[config.mk]
export PLATFORM = sky130hd
export DESIGN_NAME = mbps_window_cmp
export DESIGN_NICKNAME = d
export VERILOG_FILES = /design/src/rtl/mbps_pkg.sv /design/src/rtl/mbps_window_cmp.sv
export SDC_FILE = /design/constraint.sdc
export NUM_CORES = 1
export LEC_CHECK = 0
export BUFFER_PORTS_ARGS = -buffer_cell sky130_fd_sc_hd__buf_2
export CORE_AREA = 2 2 451 453
export CTS_BUF_LIST = sky130_fd_sc_hd__clkbuf_8
export DETAILED_ROUTE_END_ITERATION = 12
export DIE_AREA = 0 0 453 455
export GPL_TIMING_DRIVEN = 1
export PLACE_DENSITY_LB_ADDON = 0.08
export SKIP_LAST_GASP = 1
export SLEW_MARGIN = 20
export SYNTH_ARGS = -nofsm -noshare
export SYNTH_HDL_FRONTEND = slang
export SYNTH_SLANG_ARGS = --single-unit
export TNS_END_PERCENT = 10
[constraint.sdc]
create_clock -name clk -period 1.8 [get_ports clk]
set_input_delay 0.09 -clock clk [delete_from_list [all_inputs] [get_ports clk]]
set_output_delay 0.09 -clock clk [all_outputs]
set_load 0.02 [all_outputs]
[src/rtl/mbps_pkg.sv]
// mbps_pkg: shared types and constants of the masked byte pattern scanner
// request and status codes, config register indexes, inter-module structs
// no dependencies
package mbps_pkg;

	localparam int unsigned BYTE_W     = 8;
	localparam int unsigned IDX_W      = 7;
	localparam int unsigned LEN_W      = 8;
	localparam int unsigned COUNT_W    = 48;
	localparam int unsigned OUT_ADDR_W = 48;
	localparam int unsigned CFG_DATA_W = 48;

	// match counter saturates here
	localparam logic [1:0] MATCH_SAT = 2'd2;

	typedef enum logic {
		REQ_LOAD = 1'b0,
		REQ_BYTE = 1'b1
	} req_type_t;

	typedef enum logic [1:0] {
		ST_UNIQUE   = 2'd0,
		ST_NONE     = 2'd1,
		ST_AMBIG    = 2'd2,
		ST_UNUSABLE = 2'd3
	} scan_status_t;

	typedef enum logic {
		CFG_PATTERN_LENGTH = 1'b0,
		CFG_REGION_BASE    = 1'b1
	} cfg_index_t;

	typedef struct packed {
		logic              en;
		logic [IDX_W-1:0]  index;
		logic [BYTE_W-1:0] value;
		logic              care;
	} pat_load_t;

	typedef struct packed {
		logic              en;
		logic [BYTE_W-1:0] value;
	} win_shift_t;

endpackage

[src/rtl/mbps_window_cmp.sv]
// mbps_window_cmp: shift register window of region bytes, newest at lane 0,
// and the masked compare of the shifted window against the aligned pattern
// depends on mbps_pkg
module mbps_window_cmp
	import mbps_pkg::*;
#(
	parameter int unsigned PATTERN_MAX = 128
) (
	input  logic                               clk,
	input  win_shift_t                         shift,
	input  logic [PATTERN_MAX-1:0][BYTE_W-1:0] al_byte,
	input  logic [PATTERN_MAX-1:0]             al_care,
	output logic                               all_match
);

	logic [PATTERN_MAX-1:0][BYTE_W-1:0] win_q;
	logic [PATTERN_MAX-1:0][BYTE_W-1:0] win_nxt;
	logic [PATTERN_MAX-1:0]             lane_ok;

	always_comb begin
		win_nxt[0] = shift.value;
		for (int k = 1; k < PATTERN_MAX; k++) begin
			win_nxt[k] = win_q[k-1];
		end
	end

	// compare against the window as it stands with the new byte in
	always_comb begin
		for (int k = 0; k < PATTERN_MAX; k++) begin
			lane_ok[k] = !al_care[k] || (win_nxt[k] == al_byte[k]);
		end
	end

	assign all_match = &lane_ok;

	// stale lanes are harmless: the byte count gates every hit
	always_ff @(posedge clk) begin
		if (shift.en) begin
			win_q <= win_nxt;
		end
	end

endmodule

Yosys cells after proc, flatten, opt, wreduce, memory -nomap -nowiden
Cells that the tools add are included.

Equality and inequality tests: 128. Reductions and logical operators: 257.

Operators by type and width (number): $eq 8x8->1 (128); $logic_not 1->1 (128); $logic_or 1x1->1 (128); $reduce_and 128->1 (1).

Flip-flop bits (word level): 1016. Output and inout port bits: 1.

Depth between registers and ports, before layout
Gate-level depths: netlist of the first run.

Depth in word-level cells: 3. Gate-level depth with buffers: 7. Depth with buffers taken out: 7.

Least setup slack after synthesis of the first run
Ideal clock, no wire load.

Path kind: flip-flop to output port. From: register win_q, in the netlist win_nxt[178]. To: output all_match. Arrival: 1.511 ns. Required time: 1.710 ns. Setup slack: 0.199 ns. Stages on the path, launching flop included: 8. Cell sequence: edfxtp_1 -> xnor2_1 -> nand4_1 -> o21ai_1 -> nand4_1 -> nor4_1 -> nand4_1 -> nor2_1.

Longest elaborated chain between the ends: 3.

Ends and longest elaborated chain: start, declared (line mbps_window_cmp.sv:16) `logic [PATTERN_MAX-1:0][BYTE_W-1:0] win_q;`; start signal, assigned (line mbps_window_cmp.sv:39) `win_q <= win_nxt;`; $eq 8x8->1 (line mbps_window_cmp.sv:30) `lane_ok[k] = !al_care[k] || (win_nxt[k] == al_byte[k]);`; $logic_or 1x1->1 (line mbps_window_cmp.sv:30); $reduce_and 128->1 (line mbps_window_cmp.sv:34) `assign all_match = &lane_ok;`; end, declared (line mbps_window_cmp.sv:13) `output logic all_match`.

Every way passes these cells.

Worst setup path after layout of the first run
From: register win_q, in the netlist win_nxt[967]. To: output all_match.

The elaborated chain is that of the path after synthesis.

==> flow_summary.ini, run 1 <==
[sta]
fin_crit_ns = 3.89
fmax_mhz = 257
max_slew_margin = 0.495
final.period_utilization = 2.16
final.setup.worst_slack_ns = -2.09
tightest_slew_ns = 0.755
rsz0062_at_grt = true
fin_skew_ns = 0.0411
slew_violations = 0
hold_violations = 0
setup_viol = 1
hold_slack_ns = 0.270

[cells_and_area]
layout.cells.most_common_list = buf_2 (1160), xnor2_1 (1023), edfxtp_1 (1016)
n_fill_cell = 20685
nNetsFinal = 5821
seqCellArea_um2 = 30500
final_common_cell = buf_2
drive_above_1_share = 0.463
area_growth_pct = 46.5
final_util = 0.306
largest_reg_flops = 1016
multi_input_area_um2 = 11600

[die]
die_w_um = 453
die_area_um2 = 206000
rows = 165
coreArea_um2 = 201000
ios = 1163
start_util = 0.209
die_h_um = 455

[run_status]
status = complete, but fails checks
violations = negative setup slack

[clock_network]
numCtsBuffers = 196
clk_path_buf_depth = 3
clk_pin_slew_worst_paths_ns = 0.06
cts_max_level = 4
ctsRootBufferMaster = clkbuf_8
clock_sinks = 1016
clock_latency_ns = 0.95
cts_tree = built

[place]
place.gp.congestion = 0.861
dp_hpwl_um = 176000
port_buffers = 1162

[detailed_routing]
via_per_inst = 4.02
wl_per_cell_um = 27.8
first_pass_iters = 5
finalWirelength_um = 209000
drt_iter0_markers = 1575
drc = 0
dr_total_vias = 30250
ant_nets = 0

[critical_path]
worst-path-buf-inv = 4
crit_family = simple AND/OR/NAND/NOR gates
path_class = flop to output port
crit_arrival_ns = 3.80
start_kind = flop
crit_required_ns = 1.71
worstPathMaxFanout = 2
end_kind = output port
cp_common_cell = nand4_1
crit_path_top_delay_cell = edfxtp_1
crit_chain = xnor2_1, nand4_1, o21ai_1, buf_4, nand4_1, buf_4, nor4_1, nand4_1, nor2_4, buf_6, buf_12
max_stage_delay_ns = 0.42

[synthesis]
yosysWarnings = 0
ys_seq_area_frac = 0.727
synth.distinct_cells = 8
syn_nets = 3629
syn_area_per_cell_um2 = 17.0
netlist_instances = 2467
synthesis.area_um2 = 42000
ys_ff_latch = 1016

[global_route]
grt_max_degree = 66
grt-ovfl-total = 0
antenna_found_initial = 278
grt_pass1_vias = 32256
grt_pass1_wl_um = 271000
grt_usage = 0.197

[pwr]
ir_drop_v = 0.000578
power_leakage_nw = 23.1
p_per_area_nw_per_um2 = 924

[min_path]
hold_class = primary input to flop

[run]
max-cap-violations = 0
## cells by family (layout without fill, tap and decap cells)
group | count (synthesis) | after routing | share of synthesized area
other | 0 | 53 | 0
AOI/OAI and AO/OA | 128 | 128 | 0.0153
and+or+nand+nor | 299 | 299 | 0.0446
xor gates and xnor gates | 1024 | 1024 | 0.214
DFF | 1016 | 1016 | 0.727
buffers and inverters | 0 | 2330 | 0
## timing repair
item	in CTS	in global routing
buffers inserted	4	2
hold endpoints to repair	1024	0
endpoints found under the setup margin	1	1
hold buffers	18	0
resized for setup	30	14
pin swaps	11	10
## per-layer routing
metal,global-route usage,wire length [µm],up-vias
li1,-,-,13768
met1,0.212,76600,14455
met2,0.371,111000,1269
met3,0.0549,13200,660
met4,0.0595,7100,98
met5,0,620,-
## cell usage after synthesis
cell | number | area (µm²)
o21ai_0 | 80 | 400
xnor2_1 | 1024 | 8970
nor4_1 | 7 | 43.8
nor4_2 | 1 | 12.5
nand4_1 | 290 | 1810
edfxtp_1 | 1016 | 30500
nor2_1 | 1 | 3.75
o21ai_1 | 48 | 240
## worst register-to-register path, stage by stage, from the launching register on
cell,delay (ns)
edfxtp_1,0.45
buf_4,0.17
buf_4,0.12
## area by class of cell
cell class | instances | share of cell area
sequential | 1016 | 0.496
timing repair buffer | 1994 | 0.203
multi-input combinational | 1451 | 0.189
tap | 2672 | 0.0543
clock buffer | 199 | 0.0445
clock inverter | 137 | 0.0117
antenna | 53 | 0.00216
## power breakdown
group          internal (mW)  switching [mW]
Clock                   10.8            10.8
Sequential              27.6            1.08
Combinational           3.71            2.83
## metrics by stage
| stage | power (mW) | instance area (µm²) | cells | setup TNS (ns) | worst slack (ns) |
|---|---|---|---|---|---|
| CTS | 58.0 | 61300 | 7467 | -2.37 | -2.37 |
| floorplan | 30.9 | 42000 | 2467 | 0 | 0.199 |
| global placement | 35.9 | 57600 | 7109 | -2.22 | -2.22 |
| finish | 56.8 | 61500 | 7522 | -2.09 | -2.09 |
| detailed placement | 35.8 | 57600 | 7109 | -2.16 | -2.16 |
| global route | 59.5 | 61500 | 7500 | -2.29 | -2.29 |
## path summary, 6_finish.rpt
| kind | from | end | cells after the start | slack [ns] |
|---|---|---|---|---|
| worst min-delay path | shift[8] | win_nxt[502] | 3 | 0.27 |
| worst max-delay path | win_nxt[967] | all_match | 11 | -2.09 |
| worst max register to register | win_nxt[987] | win_nxt[995] | 2 | 0.83 |
| worst min register to register | win_nxt[539] | win_nxt[547] | 0 | 0.45 |
No activity file was read; power rests on OpenSTA's default activity.
==> run 2, diff against run 1 <==
--- a/config.mk
+++ b/config.mk
@@ -11,7 +11,7 @@
 export DETAILED_ROUTE_END_ITERATION = 12
 export DIE_AREA = 0 0 453 455
 export GPL_TIMING_DRIVEN = 1
-export PLACE_DENSITY_LB_ADDON = 0.08
+export PLACE_DENSITY = 0.42
 export SKIP_LAST_GASP = 1
 export SLEW_MARGIN = 20
 export SYNTH_ARGS = -nofsm -noshare
==> flow_summary.ini, run 2 (synthesis gave the netlist of run 1 again) <==
[run_status]
status = complete, but fails checks
violations = negative setup slack

[clock_network]
clock_sinks = 1016
cts_tree = built
clk_path_buf_depth = 3
clock_latency_ns = 0.95
numCtsBuffers = 191
clk_pin_slew_worst_paths_ns = 0.06
cts_max_level = 4
ctsRootBufferMaster = clkbuf_8

[global_route]
grt-ovfl-total = 0
grt_max_degree = 86
antenna_found_initial = 175
grt_pass1_vias = 31516
grt_usage = 0.188
grt_pass1_wl_um = 260000

[sta]
final.period_utilization = 2.21
fmax_mhz = 251
max_slew_margin = 0.504
hold_slack_ns = 0.332
slew_violations = 0
hold_violations = 0
tightest_slew_ns = 0.740
setup_viol = 1
fin_skew_ns = 0.0477
rsz0062_at_grt = true
final.setup.worst_slack_ns = -2.18
fin_crit_ns = 3.98

[cells_and_area]
multi_input_area_um2 = 11600
drive_above_1_share = 0.460
seqCellArea_um2 = 30500
n_fill_cell = 20794
nNetsFinal = 5792
area_growth_pct = 45.8
layout.cells.most_common_list = buf_2 (1160), xnor2_1 (1024), edfxtp_1 (1016)
largest_reg_flops = 1016
final_common_cell = buf_2

[pwr]
ir_drop_v = 0.000622
power_leakage_nw = 22.9
p_per_area_nw_per_um2 = 933

[place]
dp_slack_ns = -2.04
place.gp.congestion = 0.933
port_buffers = 1162
dp_hpwl_um = 169000

[die]
die_area_um2 = 206000
start_util = 0.209
die_h_um = 455
die_w_um = 453
ios = 1163
rows = 165
coreArea_um2 = 201000

[critical_path]
r2r_end = win_nxt[1001]
cp_common_cell = nand4_1
crit_arrival_ns = 3.89
crit_chain = xnor2_1, nand4_1, o21ai_0, buf_4, nand4_1, nor4_4, buf_4, nand4_1, nor2_4, buf_6, buf_12
crit_required_ns = 1.71
startpoint = win_nxt[1015]
worstRegToRegCells = 1
worstPathMaxFanout = 2
max_stage_delay_ns = 0.45
path_class = flop to output port
crit_path_top_delay_cell = xnor2_1
reg2reg_from = win_nxt[993]
r2r_slack_ns = 0.85
end_kind = output port
start_kind = flop

[detailed_routing]
drt_iter0_markers = 1656
ant_nets = 0
first_pass_iters = 5
wl_per_cell_um = 26.9
finalWirelength_um = 201000
drc = 0
dr_total_vias = 30012
via_per_inst = 4.01

[min_path]
hold_class = primary input to flop
whs_path_depth = 3
hold_end = win_nxt[850]
hp-start = shift[8]

[run]
max-cap-violations = 0
run 2: cell count changes in the layout (fill, tap and decap cells not counted), moves of 6 or more:
cell        change
clkinv_2       +10
clkinvlp_4      +6
buf_4          -15
inv_1          -11
clkinv_1        +6
diode_2        -17
o21ai_0        +10
clkbuf_8        -6
buf_12          -9
run 2: layer usage:
metal,track usage,vias up,wire [µm]
li1,-,13706,-
met1,0.200,14506,73000
met2,0.352,1177,107000
met3,0.0562,499,13600
met4,0.0621,124,6530
met5,0,-,748
run 2: area by class of cell:
class,count,share of cell area
sequential,1016,0.498
timing repair buffer,1970,0.199
multi-input combinational,1451,0.189
tap,2672,0.0546
clock buffer,193,0.0434
clock inverter,150,0.0143
antenna,36,0.00147
run 2: how the worst max path moves through the flow:
| stage | endpoint | slack, ns | cells after the start |
|---|---|---|---|
| detailed placement | all_match | -2.04 | 12 |
| CTS | all_match | -2.58 | 10 |
| global placement | all_match | -2.42 | 12 |
| finish | all_match | -2.18 | 11 |
| global route | all_match | -2.39 | 11 |
| floorplan | all_match | 0.20 | 7 |
run 2: worst max-delay path, delay by kind of cell (launching register included):
kind	cells	cell delay, ns
AO/OA/AOI/OAI	1	0.35
XOR/XNOR	1	0.45
buffers and inverters	4	0.62
flip-flops	1	0.40
AND/OR/NAND/NOR	5	1.13
run 2: through the flow:
step           instance area [µm²]  total power, mW  TNS (ns)  cells  utilization
3_3_place_gp                 57300             35.9     -2.42   7090        0.285
3_5_place_dp                 57300             35.9     -2.04   7090        0.285
5_1_grt                      61200             59.5     -2.39   7478        0.304
4_1_cts                      61100             58.2     -2.58   7453        0.304
2_1_floorplan                42000             30.9         0   2467            -
6_report                     61200             57.1     -2.18   7488        0.304
run 2: what timing repair did:
item	CTS	global route
resized for setup	14	8
endpoints found under the hold margin	1024	0
hold buffers	19	0
pin swaps	5	8
setup buffers	1	0
setup endpoints to repair	1	1
run 2: power by group:
part	internal, mW	switching (mW)	total [mW]
logic	3.66	2.96	6.61
clock network	11.0	10.8	21.8
registers	27.6	1.08	28.7
